**src/hw/rtl/u8dec_pkg.sv**
```systemverilog
// Types, constants and lead-byte decode for the UTF-8 stream decoder.
`default_nettype none

package u8dec_pkg;

  localparam logic [20:0] REPLACEMENT_CP = 21'h00FFFD;
  localparam logic [20:0] CP_MAX         = 21'h10FFFF;
  localparam logic [20:0] MIN_CP_LEN2    = 21'h000080;
  localparam logic [20:0] MIN_CP_LEN3    = 21'h000800;
  localparam logic [20:0] MIN_CP_LEN4    = 21'h010000;
  localparam logic [20:0] SURROGATE_LO   = 21'h00D800;
  localparam logic [20:0] SURROGATE_HI   = 21'h00DFFF;
  localparam logic [7:0]  LEAD_MIN       = 8'hC2;
  localparam logic [7:0]  LEAD_MAX       = 8'hF4;
  localparam logic [7:0]  CONT_MASK      = 8'hC0;
  localparam logic [7:0]  CONT_TAG       = 8'h80;

  typedef struct packed {
    logic [7:0] in_byte;
    logic       end_of_buffer;
  } in_req_t;

  typedef struct packed {
    logic [20:0] code_point;
    logic        malformed;
    logic        run_end;
  } out_req_t;

  // Outcome of reading a byte as the start of a new sequence.
  typedef struct packed {
    logic        emit;
    logic [20:0] cp;
    logic        bad;
    logic [2:0]  len;
    logic [20:0] val;
  } lead_t;

  function automatic lead_t decode_lead(input logic [7:0] b, input logic eob);
    lead_t r;
    r      = '0;
    r.cp   = REPLACEMENT_CP;
    r.bad  = 1'b1;
    if (!b[7]) begin
      r.emit = 1'b1;
      r.cp   = {13'd0, b};
      r.bad  = 1'b0;
    end else if (b < LEAD_MIN || b > LEAD_MAX) begin
      r.emit = 1'b1;
    end else if (eob) begin
      r.emit = 1'b1;
    end else begin
      priority if (b < 8'hE0) begin
        r.len = 3'd2;
        r.val = {16'd0, b[4:0]};
      end else if (b < 8'hF0) begin
        r.len = 3'd3;
        r.val = {17'd0, b[3:0]};
      end else begin
        r.len = 3'd4;
        r.val = {18'd0, b[2:0]};
      end
    end
    return r;
  endfunction

endpackage

`default_nettype wire

```
**src/hw/rtl/utf8_stream_decoder.sv**
```systemverilog
// UTF-8 stream decoder: bytes in, scalar values or U+FFFD replacements out.
//
// Takes one byte per cycle while in_stall_o is low. A byte sits in an input
// register, is decoded against the open-sequence state and loaded into the result
// register as a burst of up to four results: some U+FFFD errors followed by an
// optional final result. The result port shows one result per cycle while
// out_stall_i is low, so a byte that yields several results occupies the result
// register until its last result is taken and holds back the input until then;
// bytes that yield zero or one result flow at one per cycle when not stalled.
// run_end marks the last result of each byte.
`default_nettype none

module utf8_stream_decoder
  import u8dec_pkg::*;
(
  input  wire      clk_i,
  input  wire      rst_ni,
  input  wire      in_valid_i,
  output logic     in_stall_o,
  input  in_req_t  in_req_i,
  output logic     out_valid_o,
  input  wire      out_stall_i,
  output out_req_t out_req_o
);

  // Input register.
  logic    in_valid_q;
  in_req_t in_req_q;

  // Open-sequence state.
  logic [20:0] pv_q, pv_d;
  logic [2:0]  len_q, len_d;
  logic [1:0]  seen_q, seen_d;

  // Result burst: pending error count, then an optional final result.
  logic [2:0]  err_q, err_d;
  logic        tail_valid_q, tail_valid_d;
  logic [20:0] tail_cp_q, tail_cp_d;
  logic        tail_bad_q, tail_bad_d;

  logic out_fire, burst_last, burst_free, advance;

  // Decode results.
  lead_t       lead;
  logic        seq_open, is_cont, complete, range_bad;
  logic [2:0]  seen_n;
  logic [20:0] val_n, min_cp;
  logic [2:0]  n_err;
  logic        n_tail;
  logic [20:0] n_tail_cp;
  logic        n_tail_bad;

  assign out_valid_o = (err_q != 3'd0) || tail_valid_q;
  assign out_fire    = out_valid_o && !out_stall_i;
  assign burst_last  = (err_q == 3'd1 && !tail_valid_q) || (err_q == 3'd0 && tail_valid_q);
  assign burst_free  = !out_valid_o || (burst_last && out_fire);
  assign advance     = in_valid_q && burst_free;
  assign in_stall_o  = in_valid_q && !burst_free;

  always_comb begin
    out_req_o.code_point = tail_cp_q;
    out_req_o.malformed  = tail_bad_q;
    out_req_o.run_end    = 1'b1;
    if (err_q != 3'd0) begin
      out_req_o.code_point = REPLACEMENT_CP;
      out_req_o.malformed  = 1'b1;
      out_req_o.run_end    = (err_q == 3'd1) && !tail_valid_q;
    end
  end

  always_comb begin
    lead      = decode_lead(in_req_q.in_byte, in_req_q.end_of_buffer);
    seq_open  = (len_q != 3'd0);
    is_cont   = (in_req_q.in_byte & CONT_MASK) == CONT_TAG;
    seen_n    = {1'b0, seen_q} + 3'd1;
    val_n     = {pv_q[14:0], in_req_q.in_byte[5:0]};
    complete  = (seen_n + 3'd1) == len_q;
    priority if (len_q == 3'd2) begin
      min_cp = MIN_CP_LEN2;
    end else if (len_q == 3'd3) begin
      min_cp = MIN_CP_LEN3;
    end else begin
      min_cp = MIN_CP_LEN4;
    end
    range_bad = (val_n < min_cp) || (val_n > CP_MAX) ||
                (val_n >= SURROGATE_LO && val_n <= SURROGATE_HI);

    n_err      = 3'd0;
    n_tail     = lead.emit;
    n_tail_cp  = lead.cp;
    n_tail_bad = lead.bad;
    pv_d       = lead.val;
    len_d      = lead.len;
    seen_d     = 2'd0;

    if (seq_open && !is_cont) begin
      // Drop the lead, flag each taken continuation, re-read this byte as a lead.
      n_err = 3'd1 + {1'b0, seen_q};
    end else if (seq_open) begin
      n_tail    = 1'b0;
      n_tail_cp = val_n;
      pv_d      = '0;
      len_d     = 3'd0;
      if (complete) begin
        if (range_bad) begin
          n_err = 3'd1 + seen_n;
        end else begin
          n_tail     = 1'b1;
          n_tail_bad = 1'b0;
        end
      end else if (in_req_q.end_of_buffer) begin
        n_err = 3'd1 + seen_n;
      end else begin
        // Hold the sequence open and advance.
        pv_d   = val_n;
        len_d  = len_q;
        seen_d = seen_n[1:0];
      end
    end
  end

  always_comb begin
    err_d        = err_q;
    tail_valid_d = tail_valid_q;
    tail_cp_d    = tail_cp_q;
    tail_bad_d   = tail_bad_q;
    if (advance) begin
      err_d        = n_err;
      tail_valid_d = n_tail;
      tail_cp_d    = n_tail_cp;
      tail_bad_d   = n_tail_bad;
    end else if (out_fire) begin
      if (err_q != 3'd0) begin
        err_d = err_q - 3'd1;
      end else begin
        tail_valid_d = 1'b0;
      end
    end
  end

  always_ff @(posedge clk_i or negedge rst_ni) begin
    if (!rst_ni) begin
      in_valid_q   <= 1'b0;
      pv_q         <= '0;
      len_q        <= '0;
      seen_q       <= '0;
      err_q        <= '0;
      tail_valid_q <= 1'b0;
    end else begin
      if (in_valid_i && !in_stall_o) begin
        in_valid_q <= 1'b1;
      end else if (advance) begin
        in_valid_q <= 1'b0;
      end
      if (advance) begin
        pv_q   <= pv_d;
        len_q  <= len_d;
        seen_q <= seen_d;
      end
      err_q        <= err_d;
      tail_valid_q <= tail_valid_d;
    end
  end

  always_ff @(posedge clk_i) begin
    if (in_valid_i && !in_stall_o) begin
      in_req_q <= in_req_i;
    end
    tail_cp_q  <= tail_cp_d;
    tail_bad_q <= tail_bad_d;
  end

endmodule

`default_nettype wire

```
**config.mk**
```make
export PLATFORM = sky130hd
export DESIGN_NAME = utf8_stream_decoder
export DESIGN_NICKNAME = d
export VERILOG_FILES = /design/src/hw/rtl/u8dec_pkg.sv /design/src/hw/rtl/utf8_stream_decoder.sv
export SDC_FILE = /design/constraint.sdc
export NUM_CORES = 1
export LEC_CHECK = 0
export BUFFER_PORTS_ARGS = -buffer_cell sky130_fd_sc_hd__buf_2
export CORE_AREA = 2 2 89 74
export DETAILED_ROUTE_END_ITERATION = 16
export DIE_AREA = 0 0 91 76
export HOLD_SLACK_MARGIN = 0.02
export PLACE_DENSITY = 0.67
export RECOVER_POWER = 100
export SLEW_MARGIN = 20
export SYNTH_ARGS = -nofsm -noshare
export SYNTH_HDL_FRONTEND = slang
export SYNTH_SLANG_ARGS = --single-unit
```
**constraint.sdc**
```tcl
create_clock -name clk_i -period 4.05 [get_ports clk_i]
set_clock_uncertainty 0.1 [all_clocks]
set_input_delay 0.2025 -clock clk_i [delete_from_list [all_inputs] [get_ports clk_i]]
set_output_delay 0.2025 -clock clk_i [all_outputs]
set_load 0.01 [all_outputs]
```
==> impl_metrics.ini <==
[routing]
routed_via_density = 5.20
drc_errors = 0
initialDrtViolationCount = 100
wl_per_cell_um = 14.1
wl_mm = 5.47
first_pass_iters = 4
via_count = 2014
ant_nets = 0

[sta]
hold_viol = 0
worstMarginPinSlew_ns = 1.39
maxSlewViolCount = 0
period_minus_slack_ns = 3.14
fin_tns_setup_ns = 0
maxSlewHeadroom = 0.0733
setup_violations = 0
rsz0062_at_grt = false
fin_crit_sh = 0.776
fmax_mhz = 318

[worst_setup_path]
crit_required_ns = 4.15
timing.rr.start = err_q[1]$_DFFE_PN0P_
reg2reg_to = err_q[2]$_DFFE_PN0P_
path_class = reg -> reg
crit_fanout = 38
ff2ff_setup_slack_ns = 0.91
cp-start-kind = register
cp.arrival_ns = 3.25
reg2reg_depth = 9
cp-end-kind = register

[synthesis]
syn-cell-area_um2 = 2770
ys_types = 44
synth-edff-count = 31
yosys_warnings = 0
synth_cells = 255
ys_seq_area_frac = 0.562
avgSynthCellArea_um2 = 10.9
synthFlopType = edfxtp_1
async_reset_ff_frac = 0.446
synth_nets = 275
synth_seq_cells = 56

[hold_path]
holdCritPathClass = in -> reg
hold_end = tail_valid_q$_DFFE_PN0P_
min_from = out_stall_i
hold_depth = 3

[floorplanning]
ioPinCount = 38
initial_utilization = 0.453
dieWidth_um = 91
core-area_um2 = 6120
std_cell_rows = 26
dieArea_um2 = 6920
die_h_um = 76

[grt]
grt_pass1_wl_mm = 9.29
gr-total-overflow = 0
grt_pass1_vias = 1972
antenna_found_initial = 0
grt_use_total = 0.169
grt_max_degree = 39

[clock_network]
root_buffer = clkbuf_8
clock_sinks = 56
htree_levels = 2
cts_buffers = 5
cts_buffer_depth = 2
clkLatencyLatePin_ns = 0.31
cts_tree = built
path_clk_slew_ns = 0.09

[place]
gp_congestion = 0.845
io_buffers = 37
dp.final_hpwl_mm = 3.63
placed_area_um2 = 3030

[layout]
area_delta_synth_final_pct = 14.7
num-nets-final = 322
antennaDiodeCount = 0
final_area_um2 = 3180
drive_above_1_share = 0.0858

[status]
status = completed

[pwr]
vdd_drop_max_uv = 259
p_leak_nw = 1.28
powerDensity_nw_per_um2 = 601

[job]
drv_cap = 0
-- stage by stage --
| step | worst slack (ns) | hold slack, ns | util | instances | total power, mW |
|---|---|---|---|---|---|
| 4_1_cts | 1.29 | 0.197 | 0.527 | 387 | 1.96 |
| 3_3_place_gp | 1.38 | 0.131 | 0.495 | 368 | 1.63 |
| 3_5_place_dp | 1.30 | 0.142 | 0.495 | 368 | 1.66 |
| 2_1_floorplan | 1.35 | -0.193 | - | 255 | 1.41 |
| 5_1_grt | 0.665 | 0.224 | 0.519 | 387 | 2.05 |
| 6_report | 0.906 | 0.187 | 0.519 | 387 | 1.91 |
-- cell families after synthesis --
| family | share of synthesized area |
|---|---|
| AO/OA/AOI/OAI | 0.113 |
| buffers and inverters | 0.0289 |
| AND/OR/NAND/NOR | 0.237 |
| XOR/XNOR | 0.0226 |
| adder cells (fa/ha/maj) | 0.0316 |
| multiplexers | 0.00362 |
| flip-flops | 0.562 |
-- sequential cells by signal (all words and copies together) (netlist names) --
register and cells:
tail_cp_q 21, in_req_q 9, len_q 3, tail_bad_q 1
err_q 3, in_valid_q 1, seen_q 2, tail_valid_q 1
pv_q 15
-- cells in the final DEF, fill, tap and decap left out, types with 2 or more instances in the layout --
master / instances
nand2b_1: 22
and2_1: 6
ha_1: 7
nor3_1: 6
a22o_1: 3
clkbuf_1: 25
o21a_1: 9
dfrtp_1: 25
and2_0: 6
o41ai_1: 3
o21ai_0: 10
a221o_1: 2
nor2b_1: 8
edfxtp_1: 31
dlygate4sd3_1: 11
nand3_1: 13
or2_2: 2
inv_1: 7
and3_1: 2
nor2_1: 8
buf_2: 15
o31ai_1: 3
or4_1: 4
xnor3_1: 2
or3_1: 3
clkbuf_8: 5
nand2_1: 37
a21oi_1: 6
xnor2_1: 2
-- how the worst max path moves through the flow --
stage                                      end  slack, ns             startpoint  cells past startpoint
after floorplan           tail_bad_q$_DFFE_PP_       1.35   err_q[1]$_DFFE_PN0P_                      8
after global placement    err_q[2]$_DFFE_PN0P_       1.38  seen_q[0]$_DFFE_PN0P_                      8
after detailed placement  err_q[2]$_DFFE_PN0P_       1.30   err_q[1]$_DFFE_PN0P_                      9
after CTS                 err_q[2]$_DFFE_PN0P_       1.29   err_q[1]$_DFFE_PN0P_                      9
after global routing      err_q[2]$_DFFE_PN0P_       0.67   err_q[1]$_DFFE_PN0P_                      9
final                     err_q[2]$_DFFE_PN0P_       0.91   err_q[1]$_DFFE_PN0P_                      9
-- repair_timing --
| action | 4_1_cts | 5_1_grt |
|---|---|---|
| setup buffers | 0 | 0 |
| hold endpoints to repair | 35 | 0 |
| gates resized for setup | 0 | 0 |
| hold buffers | 11 | 0 |
-- where the power goes --
| group | switching [mW] | leakage, nW | internal [mW] |
|---|---|---|---|
| Combinational | 0.447 | 0.611 | 0.256 |
| Clock | 0.178 | 0.0412 | 0.121 |
| Sequential | 0.0983 | 0.625 | 0.806 |
| Total | 0.724 | 1.28 | 1.18 |
-- final cells by class --
| class | count | area (um2) |
|---|---|---|
| Clock buffer | 6 | 72.6 |
| Clock inverter | 2 | 12.5 |
| Sequential cell | 56 | 1560 |
| Inverter | 8 | 30.0 |
| Tap cell | 84 | 105 |
| Fill cell | 573 | 2940 |
| Multi-Input combinational cell | 180 | 1120 |
| Timing Repair Buffer | 51 | 280 |
-- cells in the mapped netlist (2+ instances only) --
| master | instances | share of area |
|---|---|---|
| and2_1 | 12 | 0.027 |
| a221o_1 | 2 | 0.0072 |
| a21oi_1 | 6 | 0.011 |
| o21ai_0 | 10 | 0.018 |
| xnor2_1 | 2 | 0.0063 |
| o31ai_1 | 3 | 0.0081 |
| clkbuf_1 | 8 | 0.011 |
| o41ai_1 | 3 | 0.0095 |
| and3_1 | 2 | 0.0045 |
| nor2b_1 | 8 | 0.018 |
| o21a_1 | 9 | 0.024 |
| nand2_1 | 37 | 0.050 |
| edfxtp_1 | 31 | 0.34 |
| xnor3_1 | 2 | 0.016 |
| inv_1 | 7 | 0.0095 |
| nand2b_1 | 22 | 0.050 |
| or2_2 | 3 | 0.0068 |
| or4_1 | 4 | 0.011 |
| a22o_1 | 3 | 0.0095 |
| nor2_1 | 8 | 0.011 |
| dfrtp_1 | 25 | 0.23 |
| ha_1 | 7 | 0.032 |
| nor3_1 | 6 | 0.011 |
| nand3_1 | 13 | 0.024 |
| or3_1 | 3 | 0.0068 |
-- routing by layer --
| layer | vias up | global-route usage | part of all wire |
|---|---|---|---|
| met3 | 6 | 0.0326 | 0.057 |
| met2 | 57 | 0.282 | 0.47 |
| met5 | - | 0 | 0 |
| met1 | 951 | 0.225 | 0.46 |
| met4 | 0 | 0.0515 | 0.011 |
| li1 | 1000 | - | - |
-- worst max-delay path, cell delays in order (launching register included) --
cell	delay (ns)
dfrtp_1	0.38
inv_1	0.09
ha_1	0.17
nor3b_1	0.23
a21oi_1	0.07
or3b_1	0.69
clkinv_1	0.18
clkbuf_2	0.70
a21oi_1	0.12
a221o_1	0.29
No activity file was read; power rests on OpenSTA's default activity.
